===== src/rtl/pce_pkg.sv =====
// ----------------------------------------------------------------------------
// pce_pkg: shared types and constants for the palette color effect core
// Channel widths, grey constants, effect mode codes, register indexes and the level clamp.
// ----------------------------------------------------------------------------
package pce_pkg;

   // One color word holds three 5-bit channels.
   localparam int ChanW    = 5;
   localparam int NumChan  = 3;
   localparam int ColorW   = ChanW * NumChan;
   localparam int LevelW   = 5;
   localparam int FactorW  = LevelW + 1;
   localparam int ProdW    = ChanW + FactorW;
   localparam int CsrIdxW  = 3;
   localparam int CsrDataW = LevelW;

   localparam logic [ChanW-1:0]  ChanMax  = 5'h1F;
   localparam logic [LevelW-1:0] LevelMax = 5'h10;

   // Grey value uses (sum * 205) >> 11, exact floor of sum / 10 for sum <= 310.
   localparam int GreySumW   = 9;
   localparam int GreyRecipW = 8;
   localparam int GreyProdW  = 16;
   localparam int GreyShift  = 11;
   localparam logic [GreyRecipW-1:0] GreyRecip = 8'd205;

   typedef enum logic [1:0] {
      MODE_DARKEN   = 2'd0,
      MODE_BRIGHTEN = 2'd1,
      MODE_TINT     = 2'd2,
      MODE_GREY     = 2'd3
   } effect_mode_type;

   // Register indexes of the write port.
   localparam logic [CsrIdxW-1:0] CSR_EFFECT_MODE = 3'd0;
   localparam logic [CsrIdxW-1:0] CSR_FADE_LEVEL  = 3'd1;
   localparam logic [CsrIdxW-1:0] CSR_TINT_RED    = 3'd2;
   localparam logic [CsrIdxW-1:0] CSR_TINT_GREEN  = 3'd3;
   localparam logic [CsrIdxW-1:0] CSR_TINT_BLUE   = 3'd4;

   // Levels above sixteen clamp to sixteen.
   function automatic logic [LevelW-1:0] sat_level(input logic [LevelW-1:0] v);
      return (v > LevelMax) ? LevelMax : v;
   endfunction

endpackage


===== src/rtl/palette_color_effect_core.sv =====
// ----------------------------------------------------------------------------
// palette_color_effect_core: RGB555 fade, tint and grey effect pipeline
// Applies darken, brighten, per-channel brighten or grayscale to each word.
// ----------------------------------------------------------------------------
//
//   Channel  Prefix  Handshake          Payload
//   input    req_    valid / ready      color_in, 15 bits
//   result   rsp_    valid / ready      color_out, 15 bits
//   config   csr_    write enable only  index 3 bits, data 5 bits
//
// An accepted word passes through stage 1 and stage 2 into the result register;
// one word can enter every cycle unless a result-side stall reaches the input.
// The depth is set by the per-channel multiply and the grey reciprocal
// multiply, which share the middle register stage.
// Reset clears the configuration registers and the valid bits; data registers are not reset.
// Each stage advances when it is empty or the stage after it moves, so a
// stall at the result side fills bubbles before the input side stops.
//
module palette_color_effect_core
   import pce_pkg::*;
(
   input  logic                clock,
   input  logic                reset,
   input  logic                req_valid,
   output logic                req_ready,
   input  logic [ColorW-1:0]   req_color_in,
   output logic                rsp_valid,
   input  logic                rsp_ready,
   output logic [ColorW-1:0]   rsp_color_out,
   input  logic                csr_wr_en,
   input  logic [CsrIdxW-1:0]  csr_index,
   input  logic [CsrDataW-1:0] csr_wdata
);

   // Configuration registers.
   effect_mode_type   mode_ff;
   logic [LevelW-1:0] fade_ff;
   logic [LevelW-1:0] tint_ff [NumChan];

   // Stage 1: operand, factor and grey sum.
   logic                 v1_ff;
   effect_mode_type      s1_mode_ff;
   logic [ChanW-1:0]     s1_chan_ff [NumChan];
   logic [ChanW-1:0]     s1_opnd_ff [NumChan];
   logic [FactorW-1:0]   s1_fact_ff [NumChan];
   logic [GreySumW-1:0]  s1_sum_ff;
   logic [ChanW-1:0]     s1_opnd_in [NumChan];
   logic [FactorW-1:0]   s1_fact_in [NumChan];
   logic [GreySumW-1:0]  s1_sum_in;

   // Stage 2: scaled step per channel and grey product.
   logic                 v2_ff;
   effect_mode_type      s2_mode_ff;
   logic [ChanW-1:0]     s2_chan_ff [NumChan];
   logic [ChanW-1:0]     s2_step_ff [NumChan];
   logic [GreyProdW-1:0] s2_grey_ff;
   logic [ChanW-1:0]     s2_step_in [NumChan];
   logic [ProdW-1:0]     s2_prod    [NumChan];

   // Stage 3: result register.
   logic                 v3_ff;
   effect_mode_type      s3_mode_ff;
   logic [ColorW-1:0]    s3_color_ff;
   logic [ColorW-1:0]    s3_color_in;

   logic en1, en2, en3;

   // Stage enables: a stage loads when it is empty or its word moves on.
   always_comb begin
      en3 = !v3_ff || rsp_ready;
      en2 = !v2_ff || en3;
      en1 = !v1_ff || en2;
   end

   assign req_ready     = en1;
   assign rsp_valid     = v3_ff;
   assign rsp_color_out = s3_color_ff;

   // Register writes; levels clamp on the way in.
   always_ff @(posedge clock) begin
      if (reset) begin
         mode_ff <= MODE_DARKEN;
         fade_ff <= '0;
         for (int i = 0; i < NumChan; i++) begin
            tint_ff[i] <= '0;
         end
      end else if (csr_wr_en) begin
         unique case (csr_index)
            CSR_EFFECT_MODE: mode_ff    <= effect_mode_type'(csr_wdata[1:0]);
            CSR_FADE_LEVEL:  fade_ff    <= sat_level(csr_wdata);
            CSR_TINT_RED:    tint_ff[0] <= sat_level(csr_wdata);
            CSR_TINT_GREEN:  tint_ff[1] <= sat_level(csr_wdata);
            CSR_TINT_BLUE:   tint_ff[2] <= sat_level(csr_wdata);
            default: ;
         endcase
      end
   end

   // Stage 1 logic: brighten and tint work on the distance to white.
   always_comb begin
      logic [ChanW-1:0]  c;
      logic [LevelW-1:0] lvl;
      logic [ChanW-1:0]  r, g, b;
      for (int i = 0; i < NumChan; i++) begin
         c   = req_color_in[i*ChanW +: ChanW];
         lvl = (mode_ff == MODE_TINT) ? tint_ff[i] : fade_ff;
         s1_opnd_in[i] = (mode_ff == MODE_DARKEN) ? c : (ChanMax - c);
         s1_fact_in[i] = {lvl, 1'b0};
      end
      r = req_color_in[0*ChanW +: ChanW];
      g = req_color_in[1*ChanW +: ChanW];
      b = req_color_in[2*ChanW +: ChanW];
      s1_sum_in = {4'b0, r} + {4'b0, r} + {4'b0, r}
                + {3'b0, g, 1'b0} + {3'b0, g, 1'b0} + {3'b0, g, 1'b0}
                + {4'b0, b};
   end

   always_ff @(posedge clock) begin
      if (reset) begin
         v1_ff <= 1'b0;
      end else if (en1) begin
         v1_ff <= req_valid;
      end
   end

   always_ff @(posedge clock) begin
      if (en1) begin
         s1_mode_ff <= mode_ff;
         s1_sum_ff  <= s1_sum_in;
         for (int i = 0; i < NumChan; i++) begin
            s1_chan_ff[i] <= req_color_in[i*ChanW +: ChanW];
            s1_opnd_ff[i] <= s1_opnd_in[i];
            s1_fact_ff[i] <= s1_fact_in[i];
         end
      end
   end

   // Stage 2 logic: step = (operand * factor) >> 5, never above 31.
   always_comb begin
      for (int i = 0; i < NumChan; i++) begin
         s2_prod[i]    = {{FactorW{1'b0}}, s1_opnd_ff[i]} * {{ChanW{1'b0}}, s1_fact_ff[i]};
         s2_step_in[i] = s2_prod[i][ChanW +: ChanW];
      end
   end

   always_ff @(posedge clock) begin
      if (reset) begin
         v2_ff <= 1'b0;
      end else if (en2) begin
         v2_ff <= v1_ff;
      end
   end

   always_ff @(posedge clock) begin
      if (en2) begin
         s2_mode_ff <= s1_mode_ff;
         s2_grey_ff <= {{(GreyProdW-GreySumW){1'b0}}, s1_sum_ff}
                     * {{(GreyProdW-GreyRecipW){1'b0}}, GreyRecip};
         for (int i = 0; i < NumChan; i++) begin
            s2_chan_ff[i] <= s1_chan_ff[i];
            s2_step_ff[i] <= s2_step_in[i];
         end
      end
   end

   // Stage 3 logic: apply the step, or spread the grey value.
   always_comb begin
      logic [ChanW-1:0] grey;
      grey = s2_grey_ff[GreyShift +: ChanW];
      for (int i = 0; i < NumChan; i++) begin
         unique case (s2_mode_ff)
            MODE_DARKEN: s3_color_in[i*ChanW +: ChanW] = s2_chan_ff[i] - s2_step_ff[i];
            MODE_GREY:   s3_color_in[i*ChanW +: ChanW] = grey;
            default:     s3_color_in[i*ChanW +: ChanW] = s2_chan_ff[i] + s2_step_ff[i];
         endcase
      end
   end

   always_ff @(posedge clock) begin
      if (reset) begin
         v3_ff <= 1'b0;
      end else if (en3) begin
         v3_ff <= v2_ff;
      end
   end

   always_ff @(posedge clock) begin
      if (en3) begin
         s3_mode_ff  <= s2_mode_ff;
         s3_color_ff <= s3_color_in;
      end
   end

`ifndef ASSERT_OFF
   // Level registers never hold more than sixteen.
   a_level_clamp: assert property (@(posedge clock) disable iff (reset)
      fade_ff <= LevelMax && tint_ff[0] <= LevelMax &&
      tint_ff[1] <= LevelMax && tint_ff[2] <= LevelMax)
      else $error("level register above sixteen");

   // An accepted word reaches stage 1 on the next cycle.
   a_accept_fill: assert property (@(posedge clock) disable iff (reset)
      req_valid && req_ready |=> v1_ff)
      else $error("accepted word lost at stage 1");

   // A stalled middle stage keeps its word.
   a_stage2_hold: assert property (@(posedge clock) disable iff (reset)
      v2_ff && !en3 |=> v2_ff && $stable(s2_grey_ff))
      else $error("stage 2 word dropped during stall");

   // Grayscale results carry the same value in all three channels.
   a_grey_equal: assert property (@(posedge clock) disable iff (reset)
      v3_ff && s3_mode_ff == MODE_GREY |->
      s3_color_ff[0 +: ChanW] == s3_color_ff[ChanW +: ChanW] &&
      s3_color_ff[0 +: ChanW] == s3_color_ff[2*ChanW +: ChanW])
      else $error("grey channels differ");
`endif

endmodule

===== config.mk =====
export PLATFORM = sky130hd
export DESIGN_NAME = palette_color_effect_core
export DESIGN_NICKNAME = d
export VERILOG_FILES = /design/src/rtl/pce_pkg.sv /design/src/rtl/palette_color_effect_core.sv
export SDC_FILE = /design/constraint.sdc
export NUM_CORES = 1
export LEC_CHECK = 0
export BUFFER_PORTS_ARGS = -buffer_cell sky130_fd_sc_hd__buf_4
export CORE_ASPECT_RATIO = 0.7
export CORE_MARGIN = 2
export CORE_UTILIZATION = 50
export CTS_BUF_LIST = sky130_fd_sc_hd__clkbuf_16
export CTS_CLUSTER_DIAMETER = 150
export DETAILED_ROUTE_END_ITERATION = 10
export PLACE_DENSITY = 0.69
export SYNTH_ARGS = -nofsm -noshare
export SYNTH_HDL_FRONTEND = slang
export SYNTH_SLANG_ARGS = --single-unit

===== constraint.sdc =====
create_clock -name clock -period 5.2 [get_ports clock]
set_input_delay 0.78 -clock clock [delete_from_list [all_inputs] [get_ports clock]]
set_output_delay 0.78 -clock clock [all_outputs]
set_load 0.1 [all_outputs]

==> flow_metrics.tcl <==
set metrics [dict create \
    grt_pass1_vias 5615 \
    power_frac_clock_pct 20.2 \
    cts-root-buf "clkbuf_16" \
    synth_top_family_by_area "adder cells" \
    timing.fmax_ghz 0.2598 \
    power_density_nw_per_um2 578.9 \
    path_max_fanout 3 \
    finalCriticalPeriod_ns 3.850 \
    core_region_area_um2 17270 \
    die_x_um 163.4 \
    status "finished clean" \
    crit_slowest_cell "fa_1" \
    cts_buffers 17 \
    yosysSeqAreaShare_pct 43.81 \
    whs_path_depth 0 \
    drt_wl_total_um 16330 \
    rsz0062_at_grt "no" \
    power.leakage_nw 4.744 \
    drc 0 \
    setup-tns-final_ns 0 \
    critPathRequiredTime_ns 5.37 \
    drv_cap 0 \
    netlist_instances 762 \
    synth_seq_cells 133 \
    drive_gt1_share_pct 10.44 \
    grt_use_total_pct 19.02 \
    timing.rr.start "s1_sum_ff[6]$_DFFE_PP_" \
    final_hold_viol_count 0 \
    syn_area_per_cell_um2 11.66 \
    finalSetupViolations 0 \
    yosys_most_used_dff "edfxtp_1" \
    ir_drop_mv 0.6473 \
    cp.buffers_inverters 2 \
    synth-edff-count 123 \
    synth_compound_area_share_pct 6.405 \
    hp-start "s1_chan_ff[0][10]$_DFFE_PP_" \
    cts_setup_buffers 0 \
    top_layer_used "met4" \
    dieArea_um2 18880 \
    wl_met3_um 677 \
    die_h_um 115.6 \
    nNetsFinal 1012 \
    place_ws_ns 1.214 \
    synth_xor_area_share_pct 6.700 \
    wl_met1_um 7902 \
    cpMostUsedCell "fa_1" \
    synthesis.area_um2 8889 \
    n_antenna_cell 0 \
    clk_latency_ns 0.42 \
    multi_input_area_um2 4441 \
    critical-path-top-delay-family "adder cells" \
    drt_pre_antenna_iters 6 \
    syn_nets 954 \
    end_kind "flop" \
    num_vias 5354 \
    ys_warn_count 0 \
    ys_async_sr_fraction_pct 0 \
    grt-ovfl-total 0 \
    viasPerCell 5.032 \
    drtAntennaViolNets 0 \
    drt-initial-drc-count 320 \
    finalCritPeriodShare_pct 74.03 \
    fin_util_pct 58.42 \
    reg2regPathDepth 12 \
    finalWorstSetupSlack_ns 1.350 \
    reg2reg_slack_ns 1.35 \
    synth-adder-area-share_pct 27.48 \
    ioPinCount 45 \
    grt_pass1_wl_um 27280 \
    cts.sinks 133 \
    hold_class "reg2reg" \
    cp_cell_sequence "ha_1, fa_1, inv_1, fa_1, fa_1, inv_1, ha_1, a21o_1, a21oi_2, o211ai_2, a41oi_2, xnor2_1" \
    critPathKind "reg2reg" \
    worst_slew_pin_slew_ns 0.9644 \
    grt_max_degree 57 \
    place_congestion 0.8517 \
    register_area_um2 3894 \
    worstReg2RegEnd "s2_grey_ff[14]$_DFFE_PP_" \
    cts-resized-gates 0 \
    arrival_ns 4.02 \
    routedWlPerCell_um 15.35 \
    drv_slew 0 \
    final_cells 1064 \
    dp.cells 1032 \
    worst_hold_path.endpoint "s2_chan_ff[0][10]$_DFFE_PP_" \
    cts_hold_buf 0 \
    start_util_pct 51.48 \
    cts_tree "yes" \
    share_comb_of_total_power_pct 54.2 \
    port_buffers 44 \
    max_slew_margin_pct 35.47 \
    met2_length_um 7521 \
    critPathLaunchType "flop" \
    skew_ns 0.007491 \
    finalPower_mw 5.840 \
    path_clk_slew_ns 0.06 \
    synth.distinct_cells 41 \
    internal-power_mw 3.470 \
    switching_share_pct 40.58 \
    seqPwrFrac_pct 25.6 \
    switching_power_mw 2.370 \
    synthMuxAreaShare_pct 0.8024 \
    synth-simple-area-share_pct 8.544 \
    fill_cells 1412 \
    antenna_found_initial 0 \
    htreeDepth 4 \
    dp_hpwl_um 13050 \
    area_delta_synth_final_pct 13.49 \
    cp_slowest_stage_delay_ns 0.55 \
    fp-row-count 40 \
    clockBufferDepth 2 \
]
[worst reg2reg max path, delay by kind of cell, from the launching register on]
| family | cells | cell delay [ns] |
|---|---|---|
| buffers and inverters | 2 | 0.09 |
| DFF | 1 | 0.45 |
| AOI/OAI and AO/OA | 4 | 0.74 |
| adders and majority gates | 5 | 2.24 |
| xor gates and xnor gates | 1 | 0.08 |
[cell families after synthesis]
kind of cell,count (synthesis)
mux,7
simple gates,154
fa+ha+maj,164
flops,133
xor+xnor,68
compound gates,90
buf+inv,146
[layer usage]
layer	vias up	track usage, %
li1	2666	-
met1	2572	25.77
met2	97	31.08
met3	19	3.722
met4	0	6.490
met5	-	0
[stage by stage]
stage	area [µm²]	hold slack (ns)
floorplan	8889	0.4003
global placement	9494	0.4034
detailed placement	9494	0.4052
CTS	10090	0.4194
global route	10090	0.4305
finish	10090	0.4186
[synth_stat cells (2+ instances only)]
cell      count  share of area (%)
xor2_1       16                1.6
a31o_2        2               0.20
a21o_1       13                1.1
xnor2_1      52                5.1
nand2b_1      4               0.28
nand2_1      49                2.1
a31oi_2       2               0.28
and3_1        2               0.14
ha_1        112                 16
o21ai_0      18                1.0
nor3b_1       4               0.34
and2_1       38                2.7
dfxtp_1      10                2.3
nor2b_1       7               0.49
nor2_1       34                1.4
buf_4         2               0.17
o211ai_1      3               0.25
a211oi_1      3               0.25
edfxtp_1    123                 42
nand3_1       3               0.17
nor3_1        3               0.17
nand4_1       6               0.42
a21oi_1      23                1.3
o21bai_1      5               0.42
fa_1         52                 12
inv_1       138                5.8
o21ai_1      11               0.62
mux2i_1       6               0.68
a31oi_1       5               0.35
clkbuf_1      5               0.21
[final cells by class]
type	instances	area share [%]
clock inverter	13	1.166
timing repair buffer	47	3.498
sequential	133	38.60
clock buffer	19	4.713
tap	231	2.865
inverter	138	5.135
multi-input combinational	483	44.02
[flip-flops by register name (all words and copies together), names as in the netlist]
name / flops
s1_opnd_ff: 15
v1_ff: 1
s2_grey_ff: 5
v2_ff: 1
mode_ff: 2
rsp_valid: 1
fade_ff: 5
s1_chan_ff: 15
tint_ff: 15
s2_mode_ff: 2
s1_sum_ff: 9
s2_step_ff: 15
s2_chan_ff: 15
s1_fact_ff: 15
s1_mode_ff: 2
rsp_color_out: 15
[power by group through the flow]
stage | Combinational (mW) | Clock, mW | Sequential (mW)
finish | 3.16 | 1.18 | 1.50
global route | 3.61 | 1.25 | 1.51
CTS | 3.19 | 1.20 | 1.50
detailed placement | 3.16 | 0 | 1.52
global placement | 3.02 | 0 | 1.51
floorplan | 2.30 | 0 | 1.67
[worst max path at each step]
stage	endpoint	from	cells past startpoint	slack (ns)
2_1_floorplan	req_ready	rsp_valid$_SDFFE_PP0P_	3	1.50
3_3_place_gp	s1_sum_ff[7]$_DFFE_PP_	req_color_in[2]	13	1.26
3_5_place_dp	s1_sum_ff[7]$_DFFE_PP_	req_color_in[2]	13	1.21
4_1_cts	s2_grey_ff[14]$_DFFE_PP_	s1_sum_ff[7]$_DFFE_PP_	12	1.36
5_1_grt	s2_grey_ff[14]$_DFFE_PP_	s1_sum_ff[7]$_DFFE_PP_	12	1.21
6_report	s2_grey_ff[14]$_DFFE_PP_	s1_sum_ff[6]$_DFFE_PP_	12	1.35
[cell usage in the layout, fill, tap and decap left out, drive strengths merged, types with 6 or more instances in the layout]
cell type	Yosys	final
inv	138	143
edfxtp	123	123
ha	112	112
xnor2	52	52
fa	52	52
nand2	49	49
buf	3	47
and2	38	38
nor2	34	34
o21ai	29	29
a21oi	24	24
clkbuf	5	19
xor2	16	16
a21o	13	13
dfxtp	10	10
nor2b	7	7
a31oi	7	7
nand4	6	6
mux2i	6	6
Note: power is estimated with default switching activity, not from simulation.
